==> config.mk <==
export PLATFORM = sky130hd
export DESIGN_NAME = lzd_out_reg
export DESIGN_NICKNAME = d
export VERILOG_FILES = /design/src/hdl/assert_macros.svh /design/src/hdl/lzd_pkg.sv /design/src/hdl/lzd_out_reg.sv
export SDC_FILE = /design/constraint.sdc
export NUM_CORES = 1
export LEC_CHECK = 0
export BUFFER_PORTS_ARGS = -buffer_cell sky130_fd_sc_hd__buf_2
export CAP_MARGIN = 15
export CORE_MARGIN = 2
export CORE_UTILIZATION = 36
export DETAILED_ROUTE_END_ITERATION = 6
export PLACE_DENSITY = 0.81
export SETUP_SLACK_MARGIN = 0.02
export SLEW_MARGIN = 20
export SYNTH_ARGS = -nofsm -noshare
export SYNTH_HDL_FRONTEND = slang
export SYNTH_SLANG_ARGS = --single-unit
==> constraint.sdc <==
create_clock -name clk -period 0.8 [get_ports clk]
set_input_delay 0.16 -clock clk [delete_from_list [all_inputs] [get_ports clk]]
set_output_delay 0.16 -clock clk [all_outputs]
set_load 0.02 [all_outputs]
==> src/hdl/assert_macros.svh <==
// Assertion macros shared by the decompressor RTL.
`ifndef ASSERT_MACROS_SVH
`define ASSERT_MACROS_SVH

`ifndef SYNTHESIS

// Same-cycle implication under the block clock and reset.
`define LZD_ASSERT_IMP(lbl, clk, rst_n, ante, cons, msg) \
  lbl: assert property (@(posedge clk) disable iff (!rst_n) (ante) |-> (cons)) \
    else $error(msg);

// Next-cycle implication under the block clock and reset.
`define LZD_ASSERT_NXT(lbl, clk, rst_n, ante, cons, msg) \
  lbl: assert property (@(posedge clk) disable iff (!rst_n) (ante) |=> (cons)) \
    else $error(msg);

`else

`define LZD_ASSERT_IMP(lbl, clk, rst_n, ante, cons, msg)
`define LZD_ASSERT_NXT(lbl, clk, rst_n, ante, cons, msg)

`endif

`endif

==> src/hdl/lzd_pkg.sv <==
// Types and constants shared by the LZ77 token decompressor.
`default_nettype none

package lzd_pkg;

  // History window geometry.
  localparam int HIST_AW    = 16;
  localparam int HIST_DEPTH = 1 << HIST_AW;

  // Decoded bytes packed into one result.
  localparam int PACK_N = 4;

  // Token flag bytes.
  localparam logic [7:0] FLAG_LITERAL = 8'h00;
  localparam logic [7:0] FLAG_MATCH   = 8'h01;

  // Status codes.
  localparam logic [2:0] STS_OK          = 3'd0;
  localparam logic [2:0] STS_TRUNC_LIT   = 3'd1;
  localparam logic [2:0] STS_TRUNC_MATCH = 3'd2;
  localparam logic [2:0] STS_BAD_OFFSET  = 3'd3;
  localparam logic [2:0] STS_BAD_FLAG    = 3'd4;

  // One compressed input byte.
  typedef struct packed {
    logic [7:0] in_byte;
    logic       chunk_last;
  } lzd_in_t;

  // One packed result.
  typedef struct packed {
    logic [7:0] out_byte_a;
    logic [7:0] out_byte_b;
    logic [7:0] out_byte_c;
    logic [7:0] out_byte_d;
    logic [2:0] byte_count;
    logic       run_last;
    logic       chunk_done;
    logic [2:0] status;
  } lzd_out_t;

  // Load request from the sequencer to the output register.
  typedef struct packed {
    logic     load;
    lzd_out_t data;
  } lzd_load_t;

endpackage

`default_nettype wire

==> src/hdl/lzd_out_reg.sv <==
// Output register that holds one result until the consumer takes it.
`default_nettype none

module lzd_out_reg (
  input  logic                clk,
  input  logic                rst_n,
  input  lzd_pkg::lzd_load_t  ld,
  output logic                free,
  output logic                out_valid,
  input  logic                out_stall,
  output lzd_pkg::lzd_out_t   out_data
);
  import lzd_pkg::*;

  logic     valid_r;
  lzd_out_t data_r;

  // The slot can take a new result when empty or draining this cycle.
  assign free = !valid_r || !out_stall;

  // Valid flag.
  always_ff @(posedge clk) begin
    if (!rst_n) begin
      valid_r <= 1'b0;
    end else if (ld.load) begin
      valid_r <= 1'b1;
    end else if (!out_stall) begin
      valid_r <= 1'b0;
    end
  end

  // Result payload.
  always_ff @(posedge clk) begin
    if (ld.load) begin
      data_r <= ld.data;
    end
  end

  assign out_valid = valid_r;
  assign out_data  = data_r;

endmodule

`default_nettype wire

==> results.txt, run 1 <==
----------------------------------------------------
[Drt]
  Post-detailed-routing wire length ... 2980 um
  Detailed-route via count ... 918
  Via density per instance ... 4.06
  DR WL/cell ... 13.2 um
  1st-iter DRT viols ... 26
  Final antenna-violating net count ... 0
  Number of design rule violations left after detail routing ... 0
  Pre-antenna DRT Iters ... 4

[Synth]
  Dominant register cell in the synthesized netlist ... edfxtp_1
  Most frequent cell after synthesis ... edfxtp_1
  Leading post-synthesis cells by cell area ... edfxtp_1 (97%), dfxtp_1 (1.6%), nor2b_1 (0.51%), a21oi_1 (0.40%), nand2_1 (0.30%)
  Share of the synthesized area in the top cell type ... 97.2%
  Number of storage elements in the synthesis netlist ... 41
  Synth Area per Inst ... 28.1 um2
  Number of distinct library cell variants in the gate-level netlist after synthesis ... 5
  Total number of yosys warnings ... 0
  Leading cell types by count after synthesis ... edfxtp_1 (40), a21oi_1 (1), dfxtp_1 (1), nand2_1 (1), nor2b_1 (1)
  Share of synthesized area occupied by flip-flops and latches ... 98.8%
  EDFF count, synth ... 40
  Instance count of the mapped netlist ... 44
  Syn_nets ... 88
  Leading area contributor after synthesis ... edfxtp_1
  Proportion of register bits with asynchronous set or reset after synthesis ... 0%
  Netlist area before placement ... 0.00124 mm2

[Power]
  Worst vdd ir ... 1.29 mV
  Portion of total power attributed to sequential cells ... 55.5%
  Pint ... 3.65 mW
  Net switching share of the total power ... 22.3%
  Proportion of power drawn by the clock network ... 26.9%
  Combinational group share of total power ... 17.6%
  Switching power ... 1.05 mW
  Power per standard cell area ... 1940 mW/mm2
  Reported leakage power ... 1.03 nW

[Final layout]
  Layout overhead on the synthesized area ... 95.3%
  Fraction of final layout cells with drive strength greater than 1 ... 53.3%
  Inserted Diodes ... 0
  Non-filler cells in the finished layout ... 226
  Util after Layout ... 72.9%
  Number of filler cells placed in the layout ... 223
  Net count reported at finish ... 223

[Hold path]
  Class of the tightest hold or removal check ... primary input to flop

[Floorplan]
  Placeable Area ... 0.00331 mm2
  Die outline width ... 62.6 um
  IO Count ... 86
  Vert. Die Dim ... 62.6 um
  Die area ... 0.00392 mm2
  Placement row count ... 21
  Initial core utilization ... 37.3%

[Critical path]
  Worst setup path category ... flop to output port
  Crit. End Element ... output port
  Arr. time, crit path ... 900 ps
  CP max FO ... 3
  Nature of the critical path startpoint ... flop
  Required time of the worst setup path ... 640 ps

[Global routing]
  Wire length of the first global-routing pass ... 4530 um
  Final global-route overflow total ... 0
  Number of global-route vias before repair ... 990
  Maximum number of pins on one net before global-route repair ... 22
  Initial antenna violation count ... 0
  Layer with the highest usage after global routing ... met2
  Global routing met2 resource utilization ... 30.2%
  GR Util met1 ... 14.6%
  Global router's overall resource usage ... 15.9%
  Met3 global-route usage ... 8.11%

[Timing]
  Min Clock Period, post-route ... 1060 ps
  Clock skew ... 0 ps
  # setup viols final ... 42
  Final-report hold violation count ... 0
  Slew margin rel. ... 91.7%
  Maximum clock frequency ... 944 MHz
  Setup repair after global routing missed its margin ... true
  Max-slew violation count ... 0
  Slew at the pin with the worst max-slew slack ... 124 ps
  Final worst setup slack ... -259 ps
  Share of the clock period used by the worst path ... 132%

[CTS]
  Max clock buf depth ... 2
  Clock transition at the registers of the reported paths ... 110 ps
  Number of H-tree branching levels ... 2
  CTS root buffer ... clkbuf_4
  Number of buffers added by the clock tree synthesis step ... 5
  TritonCTS clock tree ... built
  Total clock sinks ... 41
  Post-CTS Setup Inserts ... 0
  Clock Latency Late Sink ... 340 ps

[Job]
  Max-cap viol count ... 0

[Outcome]
  Violations in the final reports ... negative setup slack
  Result of the run ... finished with violations

[Placement]
  Post-placement setup slack ... 2.79 ps
  Global placement routability congestion ... 0.632
  Cell count after placement ... 178
  Count of input and output buffers ... 85

----------------------------------------------------
==> critical path: stages, from the launching register on <==
cell	delay, ps
dfxtp_2	370
nand2_2	60
buf_6	130
==> metrics by stage <==
stage / instance area (um2) / setup TNS, ps / hold WS [ps] / power, mW
2_1_floorplan: 1240 / 0 / 259 / 2.87
3_3_place_gp: 1770 / 0 / 337 / 3.17
3_5_place_dp: 1770 / 0 / 338 / 3.19
4_1_cts: 2300 / -10840 / 16.7 / 4.63
5_1_grt: 2410 / -12400 / 11.4 / 4.90
6_report: 2410 / -9890 / 33.9 / 4.69
==> sequential cells by signal (all words and copies together), names as in the netlist <==
register / cells
out_data: 40
out_valid: 1
==> routing by layer <==
metal,wire length [um],vias to the layer above
li1,-,444
met1,941,414
met2,1710,56
met3,300,4
met4,23,0
met5,0,-
==> worst paths after layout <==
| check | from | end | slack [ps] | depth (start not counted) |
|---|---|---|---|---|
| max | out_valid | free | -260 | 2 |
| min | rst_n | out_valid | 30 | 2 |
| max reg2reg | out_valid | out_valid | 180 | 2 |
| min reg2reg | out_valid | out_valid | 550 | 2 |
==> layout by cell type, fill, tap and decap left out <==
cell and count:
buf_6 27, nor2b_1 1, buf_4 1, clkbuf_1 1, nand2_2 1, clkbuf_4 5
dfxtp_2 1, a21oi_1 1, dlygate4sd3_1 40, buf_12 2, buf_2 58, clkinv_1 1
bufinv_16 1, edfxtp_1 40
==> power by group through the flow <==
| stage | registers, mW | clock network, mW | logic [mW] |
|---|---|---|---|
| after global routing | 2.62 | 1.41 | 0.866 |
| final | 2.61 | 1.26 | 0.825 |
| after global placement | 2.62 | 0 | 0.545 |
| after floorplan | 2.86 | 0 | 0.00799 |
| after detailed placement | 2.63 | 0 | 0.557 |
| after CTS | 2.59 | 1.30 | 0.741 |
==> repair_timing <==
| item | in CTS | in global routing |
|---|---|---|
| hold endpoints to repair | 40 | 0 |
| setup endpoints to repair | 42 | 42 |
| pin swaps | 0 | 0 |
| hold buffers | 40 | 0 |
| resized for setup | 17 | 38 |
==> cell families after synthesis <==
kind of cell	Yosys count	share of synthesized area, %
AO/OA/AOI/OAI	1	0.404
flip-flops	41	98.8
AND/OR/NAND/NOR	2	0.810
==> layout make-up <==
| cell class | instances | area (um2) | share of cell area, % |
|---|---|---|---|
| multi-input combinational | 3 | 17.5 | 0.725 |
| sequential | 41 | 1220 | 50.6 |
| tap | 46 | 57.6 | 2.38 |
| timing repair buffer | 128 | 1040 | 43.2 |
| clock buffer | 6 | 41.3 | 1.71 |
| clock inverter | 2 | 33.8 | 1.40 |
No activity file was read; power rests on OpenSTA's default activity.
==> run 2: changes to the inputs <==
--- a/config.mk
+++ b/config.mk
@@ -11,6 +11,7 @@
 export CORE_UTILIZATION = 36
 export DETAILED_ROUTE_END_ITERATION = 6
 export PLACE_DENSITY = 0.81
+export RECOVER_POWER = 100
 export SETUP_SLACK_MARGIN = 0.02
 export SLEW_MARGIN = 20
 export SYNTH_ARGS = -nofsm -noshare
==> run 2 against run 1 <==
The run still ends with negative setup slack left. Sequential share of layout area grew 0.77 points. Hold slack got worse by 1.5 ps. Worst setup slack barely moved. Maximum frequency is essentially flat. Largest power group unchanged. Highest routed layer unchanged. Critical path depth unchanged. Via count grew 0.54%. Critical endpoint unchanged. Cell count unchanged. Clock-buffer cell count stayed put. Sequential power is essentially flat. Die area unchanged. Largest cell class unchanged. Core utilization down 1.1 points.
==> results.txt, run 2 (synthesized netlist as in run 1, its figures left out) <==
----------------------------------------------------
[Floorplan]
  Placement row count ... 21 (unchanged)
  Die outline width ... 62.6 um (unchanged)
  Initial core utilization ... 37.3% (unchanged)
  Die area ... 0.00392 mm2 (unchanged)
  Placeable Area ... 0.00331 mm2 (unchanged)
  Vert. Die Dim ... 62.6 um (unchanged)
  IO Count ... 86 (unchanged)

[Power]
  Proportion of power drawn by the clock network ... 27.0% (about the same)
  Net switching share of the total power ... 22.4% (+0.071 points)
  Worst vdd ir ... 1.27 mV (-1.2%)
  Portion of total power attributed to sequential cells ... 55.8% (+0.3 points)
  Pint ... 3.63 mW (-0.52%)
  Reported leakage power ... 1.01 nW (-1.9%)
  Switching power ... 1.05 mW (-0.11%)
  Total power after layout ... 4.67 mW (-0.43%)
  Power per standard cell area ... 1960 mW/mm2 (+1.1%)
  Combinational group share of total power ... 17.2% (-0.4 points)

[Drt]
  Number of design rule violations left after detail routing ... 0 (unchanged)
  Pre-antenna DRT Iters ... 4 (unchanged)
  Post-detailed-routing wire length ... 2970 um (-0.34%)
  DR WL/cell ... 13.1 um (-0.34%)
  Final antenna-violating net count ... 0 (unchanged)
  Via density per instance ... 4.08 (+0.54%)
  Detailed-route via count ... 923 (+0.54%)
  1st-iter DRT viols ... 26 (unchanged)

[CTS]
  Total clock sinks ... 41 (unchanged)
  Post-CTS Setup Inserts ... 0 (unchanged)
  Number of H-tree branching levels ... 2 (unchanged)
  CTS root buffer ... clkbuf_4
  Max clock buf depth ... 2 (unchanged)
  TritonCTS clock tree ... built
  Clock transition at the registers of the reported paths ... 110 ps (about the same)
  Number of buffers added by the clock tree synthesis step ... 5 (unchanged)
  Clock Latency Late Sink ... 340 ps (about the same)

[Critical path]
  Nature of the critical path startpoint ... flop
  Worst setup path category ... flop to output port
  First element of the critical path ... out_valid
  Crit. End Element ... output port
  Required time of the worst setup path ... 640 ps (about the same)
  Worst reg2reg startpoint ... out_valid
  CP max FO ... 3 (unchanged)
  Worst Setup EP ... free
  Worst reg2reg path depth ... 2 (unchanged)
  Worst reg-to-reg setup slack ... 170 ps (about the same)
  Arr. time, crit path ... 900 ps (about the same)
  Endpoint of the lowest-slack register-to-register path ... out_valid

[Timing]
  Final-report hold violation count ... 0 (unchanged)
  Clock skew ... 0 ps (unchanged)
  Worst hold margin ... 32.4 ps (-1.54 ps)
  Slew margin rel. ... 66.4% (-25 points)
  Setup repair after global routing missed its margin ... true
  Slew at the pin with the worst max-slew slack ... 504 ps (+379 ps)
  Final worst setup slack ... -259 ps (+0.229 ps)
  Share of the clock period used by the worst path ... 132% (about the same)
  # setup viols final ... 42 (unchanged)
  Min Clock Period, post-route ... 1060 ps (-0.229 ps)
  Max-slew violation count ... 0 (unchanged)
  Maximum clock frequency ... 944 MHz (about the same)

[Placement]
  Post-placement setup slack ... 2.79 ps (unchanged)
  Count of input and output buffers ... 85 (unchanged)
  Global placement routability congestion ... 0.632 (unchanged)

[Final layout]
  Net count reported at finish ... 223 (unchanged)
  Area taken by multi-input logic gates ... 17.5 um2 (unchanged)
  Max FFs per register ... 40 (unchanged)
  Layout overhead on the synthesized area ... 92.4%
  Commonest non-fill, non-tap cell in the layout ... buf_2
  Fraction of final layout cells with drive strength greater than 1 ... 51.7% (-1.7 points)
  Number of filler cells placed in the layout ... 231 (+3.6%)
  Footprint of the flip-flops and latches ... 0.00122 mm2 (unchanged)
  Util after Layout ... 71.8% (-1.1 points)
  Inserted Diodes ... 0 (unchanged)
  Commonest cells after routing, fill and taps aside ... buf_2 (56), dlygate4sd3_1 (40), edfxtp_1 (40)

[Outcome]
  Result of the run ... finished with violations
  Violations in the final reports ... negative setup slack

[Hold path]
  Class of the tightest hold or removal check ... primary input to flop

[Global routing]
  Final global-route overflow total ... 0 (unchanged)
  Global router's overall resource usage ... 15.9% (unchanged)
  Number of global-route vias before repair ... 990 (unchanged)
  Wire length of the first global-routing pass ... 4530 um (unchanged)
  Maximum number of pins on one net before global-route repair ... 22 (unchanged)
  Initial antenna violation count ... 0 (unchanged)

[Job]
  Max-cap viol count ... 0 (unchanged)

----------------------------------------------------
-- run 2: cell count changes in the layout (fill, tap and decap cells not counted), sizes merged --
cell / previous run / this run
buf: 88 / 83
clkbuf: 6 / 11
-- run 2: worst min path at each step --
stage	start	endpoint	cells after the start
2_1_floorplan	ld[0]	out_data[0]	0
3_3_place_gp	ld[20]	out_data[20]	1
3_5_place_dp	ld[26]	out_data[26]	1
4_1_cts	rst_n	out_valid	2
5_1_grt	rst_n	out_valid	2
6_report	rst_n	out_valid	2
-- run 2: power groups by stage --
stage / clock (mW) / combinational (mW) / sequential, mW
detailed placement: 0 / 0.557 / 2.63
global route: 1.41 / 0.842 / 2.62
floorplan: 0 / 0.00799 / 2.86
global placement: 0 / 0.545 / 2.62
finish: 1.26 / 0.803 / 2.61
CTS: 1.30 / 0.741 / 2.59
-- run 2: routing by layer --
metal	global-route usage [%]	up-vias	part of all wire (%)
met4	4.17	0	0.78
met1	14.6	419	31
met3	8.11	4	10
met5	0	-	0
met2	30.2	56	58
li1	-	444	-
-- run 2: repair_timing --
item,CTS,global route
endpoints found under the hold margin,40,0
resized for setup,17,38
hold buffers,40,0
setup endpoints to repair,42,42
-- run 2: area by class of cell --
class,instances,share of cell area [%]
sequential,41,51.4
timing repair buffer,128,42.3
tap,46,2.42
clock buffer,6,1.74
clock inverter,2,1.42
multi-input combinational,3,0.736
-- run 2: critical path, cell delays in order (launching register included) --
cell	delay (ps)
dfxtp_2	370
nand2_2	60
buf_6	130
-- run 2: through the flow --
step / setup TNS [ps] / instance area, um2 / cells
global placement: 0 / 1770 / 178
CTS: -10840 / 2300 / 226
global route: -12400 / 2380 / 226
finish: -9900 / 2380 / 226
floorplan: 0 / 1240 / 44
detailed placement: 0 / 1770 / 178
